**src/rtl/core/assert_macros.svh**
```systemverilog
// Assertion macros shared by the presence selector RTL.
// Needs nothing else; define NO_ASSERTIONS to compile the checks away.
`ifndef ASSERT_MACROS_SVH
`define ASSERT_MACROS_SVH
`ifndef NO_ASSERTIONS
`define ASSERT_IMPL(lbl, clk, rstn, ante, cons, msg) \
  lbl: assert property (@(posedge clk) disable iff (!rstn) (ante) |-> (cons)) \
    else $error(msg);
`define ASSERT_NEXT(lbl, clk, rstn, ante, cons, msg) \
  lbl: assert property (@(posedge clk) disable iff (!rstn) (ante) |=> (cons)) \
    else $error(msg);
`else
`define ASSERT_IMPL(lbl, clk, rstn, ante, cons, msg)
`define ASSERT_NEXT(lbl, clk, rstn, ante, cons, msg)
`endif
`endif

```
**src/rtl/core/mcaps_pkg.sv**
```systemverilog
// Package of the multichannel audio presence selector: field widths, register
// indexes, default parameters and the structs passed between the modules.
// Depends on nothing.
package mcaps_pkg;

  localparam int DEF_CHANNELS    = 8;
  localparam int DEF_BUF_LEN     = 64;
  localparam int DEF_HIST_DEPTH  = 8;
  localparam int DEF_SAMPLE_BITS = 12;

  localparam int CHANNEL_W  = 3;
  localparam int SAMPLE_W   = 12;
  localparam int MASK_W     = 8;
  localparam int CFG_IDX_W  = 3;
  localparam int CFG_DATA_W = 13;
  localparam int ZERO_W     = 13;
  localparam int MINZ_W     = 7;
  localparam int LEVEL_W    = 12;
  localparam int ITERS_W    = 4;
  localparam int INUSE_W    = 4;

  localparam logic ACT_STORE = 1'b0;
  localparam logic ACT_EVAL  = 1'b1;

  localparam logic [CFG_IDX_W-1:0] REG_ZERO_LEVEL         = 3'd0;
  localparam logic [CFG_IDX_W-1:0] REG_MIN_ZERO_COUNT     = 3'd1;
  localparam logic [CFG_IDX_W-1:0] REG_IDLE_NOISE_LEVEL   = 3'd2;
  localparam logic [CFG_IDX_W-1:0] REG_ACTIVE_NOISE_LEVEL = 3'd3;
  localparam logic [CFG_IDX_W-1:0] REG_SWITCH_ITERATIONS  = 3'd4;
  localparam logic [CFG_IDX_W-1:0] REG_CHANNELS_IN_USE    = 3'd5;

  typedef struct packed {
    logic [ZERO_W-1:0]  zero_level;
    logic [MINZ_W-1:0]  min_zero_count;
    logic [LEVEL_W-1:0] idle_noise_level;
    logic [LEVEL_W-1:0] active_noise_level;
    logic [ITERS_W-1:0] switch_iterations;
    logic [INUSE_W-1:0] channels_in_use;
  } cfg_t;

  localparam cfg_t CFG_RESET = '{
    zero_level:         13'd100,
    min_zero_count:     7'd4,
    idle_noise_level:   12'd200,
    active_noise_level: 12'd150,
    switch_iterations:  4'd3,
    channels_in_use:    4'd8
  };

  // Commands from the controller to the datapath.
  typedef struct packed {
    logic store;
    logic start;
    logic chan_init;
    logic read;
    logic judge;
    logic hist;
    logic toggle;
    logic load;
  } cmd_t;

  // Status from the datapath back to the controller.
  typedef struct packed {
    logic n_zero;
    logic last_k;
    logic last_ch;
    logic out_busy;
  } dp_status_t;

  typedef struct packed {
    logic [MASK_W-1:0]    open_mask;
    logic                 any_open;
    logic [CHANNEL_W-1:0] selected_channel;
    logic [MASK_W-1:0]    status_mask;
  } result_t;

endpackage

```
**src/rtl/core/mcaps_ctrl.sv**
```systemverilog
// Sequencer of the presence selector: accepts items and steps the datapath
// through the ring walk, history update and result load. Depends on mcaps_pkg and assert_macros.svh.
`include "assert_macros.svh"

module mcaps_ctrl import mcaps_pkg::*; (
  input  logic       clk,
  input  logic       rst_n,
  input  logic       in_valid,
  input  logic       in_action,
  input  dp_status_t st,
  output logic       in_ready,
  output cmd_t       cmd
);

  localparam logic [3:0] S_IDLE   = 4'd0;
  localparam logic [3:0] S_INIT   = 4'd1;
  localparam logic [3:0] S_READ   = 4'd2;
  localparam logic [3:0] S_DRAIN  = 4'd3;
  localparam logic [3:0] S_JUDGE  = 4'd4;
  localparam logic [3:0] S_HIST   = 4'd5;
  localparam logic [3:0] S_TOGGLE = 4'd6;
  localparam logic [3:0] S_FINISH = 4'd7;

  logic [3:0] state_r;
  logic [3:0] state_nxt;

  always_comb begin
    state_nxt = state_r;
    cmd       = '0;
    in_ready  = 1'b0;
    unique case (state_r)
      S_IDLE: begin
        in_ready = 1'b1;
        if (in_valid) begin
          if (in_action == ACT_EVAL) begin
            cmd.start = 1'b1;
            state_nxt = st.n_zero ? S_HIST : S_INIT;
          end else begin
            cmd.store = 1'b1;
          end
        end
      end
      S_INIT: begin
        cmd.chan_init = 1'b1;
        state_nxt     = S_READ;
      end
      S_READ: begin
        cmd.read = 1'b1;
        if (st.last_k) begin
          state_nxt = S_DRAIN;
        end
      end
      S_DRAIN: begin
        state_nxt = S_JUDGE;
      end
      S_JUDGE: begin
        cmd.judge = 1'b1;
        state_nxt = st.last_ch ? S_HIST : S_INIT;
      end
      S_HIST: begin
        cmd.hist  = 1'b1;
        state_nxt = S_TOGGLE;
      end
      S_TOGGLE: begin
        cmd.toggle = 1'b1;
        state_nxt  = S_FINISH;
      end
      S_FINISH: begin
        if (!st.out_busy) begin
          cmd.load  = 1'b1;
          state_nxt = S_IDLE;
        end
      end
      default: begin
        state_nxt = S_IDLE;
      end
    endcase
  end

  always_ff @(posedge clk) begin
    if (!rst_n) begin
      state_r <= S_IDLE;
    end else begin
      state_r <= state_nxt;
    end
  end

  `ASSERT_IMPL(a_load_when_free, clk, rst_n, cmd.load, !st.out_busy, "result loaded over a waiting result")
  `ASSERT_NEXT(a_start_leaves_idle, clk, rst_n, cmd.start, state_r == S_INIT || state_r == S_HIST, "evaluation did not start")

endmodule

```
**config.mk**
```make
export PLATFORM = sky130hd
export DESIGN_NAME = mcaps_ctrl
export DESIGN_NICKNAME = d
export VERILOG_FILES = /design/src/rtl/core/mcaps_pkg.sv /design/src/rtl/core/mcaps_ctrl.sv
export VERILOG_INCLUDE_DIRS = /design/src /design/src/rtl/core
export SDC_FILE = /design/constraint.sdc
export NUM_CORES = 1
export LEC_CHECK = 0
export BUFFER_PORTS_ARGS = -buffer_cell sky130_fd_sc_hd__buf_2
export CAP_MARGIN = 20
export CORE_AREA = 5 5 42 44
export DETAILED_ROUTE_END_ITERATION = 12
export DIE_AREA = 0 0 47 49
export PLACE_DENSITY = 0.46
export SLEW_MARGIN = 25
export SYNTH_ARGS = -nofsm -noshare
export SYNTH_HDL_FRONTEND = slang
export SYNTH_SLANG_ARGS = --single-unit
```
**constraint.sdc**
```tcl
create_clock -name clk -period 2.65 [get_ports clk]
set_input_delay 0.265 -clock clk [delete_from_list [all_inputs] [get_ports clk]]
set_output_delay 0.265 -clock clk [all_outputs]
set_load 0.03 [all_outputs]
```
==> results.md, run 1 <==
- Outcome: completed
- CTS tree: done
- Maxcap violations: 0
- Worst Skew: 0.000629 ns
- Vias: 263
- Tightest Pin Transition: 0.364 ns
- Initial Util: 17.1%
- Slew HR: 75.7%
- Mean routed wirelength per cell: 10.2 µm
- Port Buffers: 16
- Grt ovf: 0
- Vias in the first global route: 263
- Routed WL: 641 µm
- Critical path startpoint category: flip-flop
- Kind of critical path: reg -> out
- Clock sinks: 3
- 1st-iter DRT viols: 3
- Initial DRT Pass Iterations: 3
- Reg clk slew, reported paths: 0.04 ns
- Post-CTS Repair Setup Buffers: 0
- Final ANT Viol Nets: 0
- Post-Syn Area: 239 µm²
- Crit share post-route: 58.8%
- CTS H-tree lvls: 1
- Peak supply drop: 0.000200 V
- Pin count of the biggest net entering global routing: 13
- Die W: 47 µm
- Max Root-Sink Buffers: 2
- Skew-Pair Late Insertion Delay: 0.23 ns
- Final setup viols: 0
- Die Y: 49 µm
- Min Tclk post-route: 1.56 ns
- Synth warn: 0
- Initial antenna violation count: 0
- PostCTS Resize Cnt: 0
- Seq. cell area: 60.1 µm²
- Drc violations: 0
- #FFs+latches synth: 3
- Setup TNS: 0 ns
- Yosys top cell area share: 25.1%
- Register area share after synthesis: 25.1%
- I/O Pins: 17
- LEAKAGE: 0.183 nW
- Total chip power: 0.263 mW
- Root Buffer Master: clkbuf_4
- Via/cell ratio: 4.17
- Critical Path End Type: output pin
- # diodes: 0
- Final Max Slew Viols: 0
- Die area: 2300 µm²
- Cell taking the most area after synthesis: dfxtp_1
- Max frequency: 0.642 GHz
- Mapped Cells: 30
- Post-synth cell types: 20
- Syn_area_per_cell: 7.97 µm²
- GR Util All Layers: 6.62%
- Area Overhead vs Synth: 42.9%
- Top post-synthesis cells by area: dfxtp_1, nand2_1, nor3b_1
- RSZ-0062 raised after global routing: no
- Max reg flops: 3
- CTS Buf Count: 3
- First-pass GRT wire length: 1080 µm
- Largest Register: state_r
- Largest regs: state_r x3
- Row count: 14
- Pwr Density: 771 nW/µm²
- Hold_buf cts: 0
- Finished Cell Area: 342 µm²
- Fin. Hold Viols: 0
- Worst endpoint required time: 2.38 ns
- Filler cells: 185
- Utilization after layout: 24.4%
- Syn Nets: 38
- Layout Nets: 56
- Worst Path Arrival: 1.29 ns
- Core area: 1400 µm²
- Final RePlAce weighted congestion: 0.752
- Placed cell area: 315 µm²
- CP Max Fanout: 12
- Area of the multi-input gates: 155 µm²
- HP Class: in -> reg
- Layout cells sized above 1: 46.8%
[placed cells by master (no fill, tap or decap)]
cell,Yosys,layout
nor2_1,2,2
clkbuf_4,0,3
a31oi_1,1,1
o211a_1,1,1
dfxtp_1,3,3
and2_1,2,2
nor3b_1,2,2
nor3_2,1,1
buf_2,1,16
nand3_1,1,1
nor3b_2,1,1
and3_1,1,1
a211o_1,1,1
o21a_1,1,1
and3b_1,1,1
nand2_1,5,5
clkbuf_1,0,1
o21ai_0,2,2
nor2_2,1,1
and4b_1,1,1
[metrics by stage]
stage          std cells  worst slack (ns)  hold slack [ns]
2_1_floorplan         30             0.899            0.403
3_3_place_gp          59              1.35            0.541
3_5_place_dp          59              1.33            0.536
4_1_cts               63              1.09            0.301
5_1_grt               63             0.973            0.327
6_report              63              1.09            0.309
[synth_stat cells]
cell type / instances
nand2_1: 5
dfxtp_1: 3
and2_1: 2
nor2_1: 2
nor3b_1: 2
o21ai_0: 2
a211o_1: 1
a31oi_1: 1
and3_1: 1
and3b_1: 1
and4b_1: 1
buf_2: 1
buf_4: 1
buf_6: 1
nand3_1: 1
nor2_2: 1
nor3_2: 1
nor3b_2: 1
o211a_1: 1
o21a_1: 1
[per-layer routing]
| metal | routed length, µm | share of wire, % | track usage [%] | up-vias |
|---|---|---|---|---|
| met5 | 0 | 0 | 0 | - |
| met2 | 255 | 40 | 7.92 | 11 |
| met3 | 55 | 8.6 | 1.11 | 2 |
| met4 | 20 | 3.1 | 6.91 | 0 |
| li1 | - | - | - | 140 |
| met1 | 309 | 48 | 8.99 | 110 |
[cell families after synthesis]
family,synth area share (%)
buf+inv,9.95
flops,25.1
compound gates,17.8
simple gates,47.1
[where the power goes]
| part | total [mW] | switching, mW | internal, mW |
|---|---|---|---|
| Combinational | 0.108 | 0.0664 | 0.0413 |
| Sequential | 0.0766 | 0.0227 | 0.0539 |
| Clock | 0.0791 | 0.0228 | 0.0564 |
[cell type report]
cell class | count | area share (%)
clock buffers | 4 | 7.69
multi-input cells | 24 | 45.4
flip-flops and latches | 3 | 17.6
well taps | 16 | 5.86
repair buffers | 16 | 23.4
[path summary, 6_finish.rpt]
check,startpoint,end,slack [ns],cells past startpoint
hold reg to reg,state_r[2],state_r[1],0.60,2
setup / recovery,state_r[1],cmd[0],1.09,3
hold / removal,rst_n,state_r[0],0.31,2
setup reg to reg,state_r[0],state_r[2],1.47,3
[critical path: stages (launching register included)]
cell	delay, ns
dfxtp_1	0.52
nand2_1	0.14
nor3b_2	0.18
buf_2	0.22
Note: power is estimated with default switching activity, not from simulation.
==> run 2: changes to the inputs <==
Settings changed: ABC_AREA from default to 1, PLACE_DENSITY 0.46 to 0.5.
Clock period 2.65 ns to 1.6 ns, I/O delays scaled along.
==> run 2 against run 1 <==
Effect of this change: wire length is 15% higher; cell count grew 35%; power rose by 120%; die area unchanged; sequential power up 78%; non-clock buffer count unchanged; count of clock-buffer cells in the layout stayed put; clock power is 62% higher; largest cell class unchanged; hold slack got worse by 0.18 ns.
==> results.md, run 2 <==
- Max frequency: 0.711 GHz
- Post-Syn Area: 290 µm² (+21%)
- Setup TNS: 0 ns (unchanged)
- Row count: 14 (unchanged)
- Synth warn: 0 (unchanged)
- Post-synth cell types: 15 (-25%)
- LEAKAGE: 0.273 nW (+49%)
- Tightest Pin Transition: 0.328 ns (-0.0366 ns)
- HP Class: in -> reg
- # diodes: 0 (unchanged)
- Worst Path Arrival: 1.25 ns (-0.04 ns)
- Min Tclk post-route: 1.41 ns
- Final ANT Viol Nets: 0 (unchanged)
- Worst endpoint required time: 1.44 ns (-0.94 ns)
- Maxcap violations: 0 (unchanged)
- Most common cell after layout, fill and taps aside: buf_2
- Post-CTS Repair Setup Buffers: 0 (unchanged)
- 1st-iter DRT viols: 4 (+1)
- Yosys top cell area share: 20.7% (-4.4 points)
- Routed WL: 735 µm (+15%)
- Most frequent cells in the layout: buf_2, inv_1, nand2_1
- Fin. Hold Viols: 0 (unchanged)
- Core area: 1400 µm² (unchanged)
- I/O Pins: 17 (unchanged)
- Initial Util: 20.7% (+3.7 points)
- Drc violations: 0 (unchanged)
- GR Util All Layers: 7.61% (+0.99 points)
- Kind of critical path: reg -> out
- Cell taking the most area after synthesis: dfxtp_1
- Post-synth EDFFs: 0 (unchanged)
- Area Overhead vs Synth: 37.1%
- Critical path startpoint category: flip-flop
- Die Y: 49 µm (unchanged)
- Root Buffer Master: clkbuf_4
- CTS H-tree lvls: 1 (unchanged)
- Initial DRT Pass Iterations: 4 (+1)
- CP Max Fanout: 8 (-4)
- Largest regs: state_r x3
- Layout cells sized above 1: 33.3% (-13 points)
- Reg clk slew, reported paths: 0.03 ns (about the same)
- Vias in the first global route: 312 (+19%)
- Max Root-Sink Buffers: 2 (unchanged)
- Critical Path End Type: output pin
- PostCTS Resize Cnt: 0 (unchanged)
- Hold_buf cts: 0 (unchanged)
- Die area: 2300 µm² (unchanged)
- Layout Nets: 78 (+39%)
- Syn_area_per_cell: 5.69 µm² (-29%)
- Worst Skew: 0.000478 ns (-0.000151 ns)
- Final setup viols: 0 (unchanged)
- Final RePlAce weighted congestion: 0.682 (-9.3%)
- Max reg flops: 3 (unchanged)
- Grt ovf: 0 (unchanged)
- Metal-1 WL: 306 µm (-0.97%)
- Mean routed wirelength per cell: 8.65 µm (-15%)
- Peak supply drop: 0.000584 V (+190%)
- Length of routed met2 wiring: 402 µm (+58%)
- Via/cell ratio: 4.13 (-1.1%)
- Syn Nets: 59 (+55%)
- Pwr Density: 1470 nW/µm² (+90%)
- First-pass GRT wire length: 1270 µm (+18%)
- Outcome: completed
- Top sig layer: met3
- Commonest cells in the netlist: inv_1, nand2_1, nand3_1
- CTS Buf Count: 3 (unchanged)
- Skew-Pair Late Insertion Delay: 0.23 ns (about the same)
- Largest Register: state_r
- RSZ-0062 raised after global routing: no
- Die W: 47 µm (unchanged)
- CTS tree: done
- Top FF cell, synth: dfxtp_1
- #FFs+latches synth: 3 (unchanged)
- Crit share post-route: 87.9%
- Slew HR: 78.1% (+2.4 points)
- Asr flop ratio synth: 0% (unchanged)
- Pin count of the biggest net entering global routing: 9 (-4)
- Port Buffers: 16 (unchanged)
- Clock sinks: 3 (unchanged)
- Initial antenna violation count: 0 (unchanged)
- Total chip power: 0.584 mW (+120%)
- Hpwl dp: 611 µm
- Top post-synthesis cells by area: dfxtp_1, nand3_1, inv_1
- Final Max Slew Viols: 0 (unchanged)
- Met3 WL: 25 µm (-55%)
- Mapped Cells: 51 (+70%)
- Vias: 351 (+33%)
- Register area share after synthesis: 20.7% (-4.4 points)
## run 2: changes by cell type after synthesis, sizes merged, moves of 2 or more
cell   before  now
inv         0   13
nand2       5   11
nand3       1   10
nand4       0    2
nor2        3    6
nor3b       3    0
## run 2: per-stage QoR
step                      cells  setup slack, ns  hold WS, ns  util [%]  instance area, µm²
after floorplan              51            0.125        0.258         -                 290
after global placement       81            0.456        0.360      26.5                 372
after detailed placement     81            0.429        0.360      26.5                 372
after CTS                    85            0.178        0.120      28.4                 398
after global routing         85           0.0590        0.124      28.4                 398
final                        85            0.194        0.127      28.4                 398
## run 2: worst paths after layout
path                            slack [ns]  startpoint          to  depth (start not counted)
worst min register to register        0.64  state_r[2]  state_r[2]                          2
worst min-delay path                  0.13       rst_n  state_r[1]                          3
worst max register to register        0.46  state_r[0]  state_r[1]                          5
worst max-delay path                  0.19  state_r[1]      cmd[7]                          6
## run 2: area by class of cell
class / instances / area [µm²]
fillers: 185 / 1000
inverters: 13 / 48.8
flip-flops and latches: 3 / 60.1
repair buffers: 16 / 80.1
clock buffers: 4 / 26.3
well taps: 16 / 20.0
multi-input cells: 33 / 163
## run 2: per-layer routing
layer / GRT usage [%] / vias to the layer above
met5: 0 / -
met4: 5.53 / 0
met3: 2.21 / 0
li1: - / 192
met1: 9.01 / 154
met2: 11.1 / 5
## run 2: where the power goes
part / internal [mW] / switching [mW] / total [mW] / leakage [nW]
Clock: 0.0932 / 0.0350 / 0.128 / 0.0150
Sequential: 0.0941 / 0.0418 / 0.136 / 0.0246
Combinational: 0.102 / 0.218 / 0.320 / 0.233
Total: 0.290 / 0.294 / 0.584 / 0.273
## run 2: cell families after synthesis
family	synth area share, %
compound gates	6.03
simple gates	50.0
flops	20.7
buf+inv	23.3
## run 2: critical path, stage by stage, from the launching register on
cell	delay, ns
dfxtp_1	0.38
nor2_4	0.17
nand2_1	0.08
inv_1	0.07
nand2_1	0.05
nor2_1	0.07
buf_2	0.20
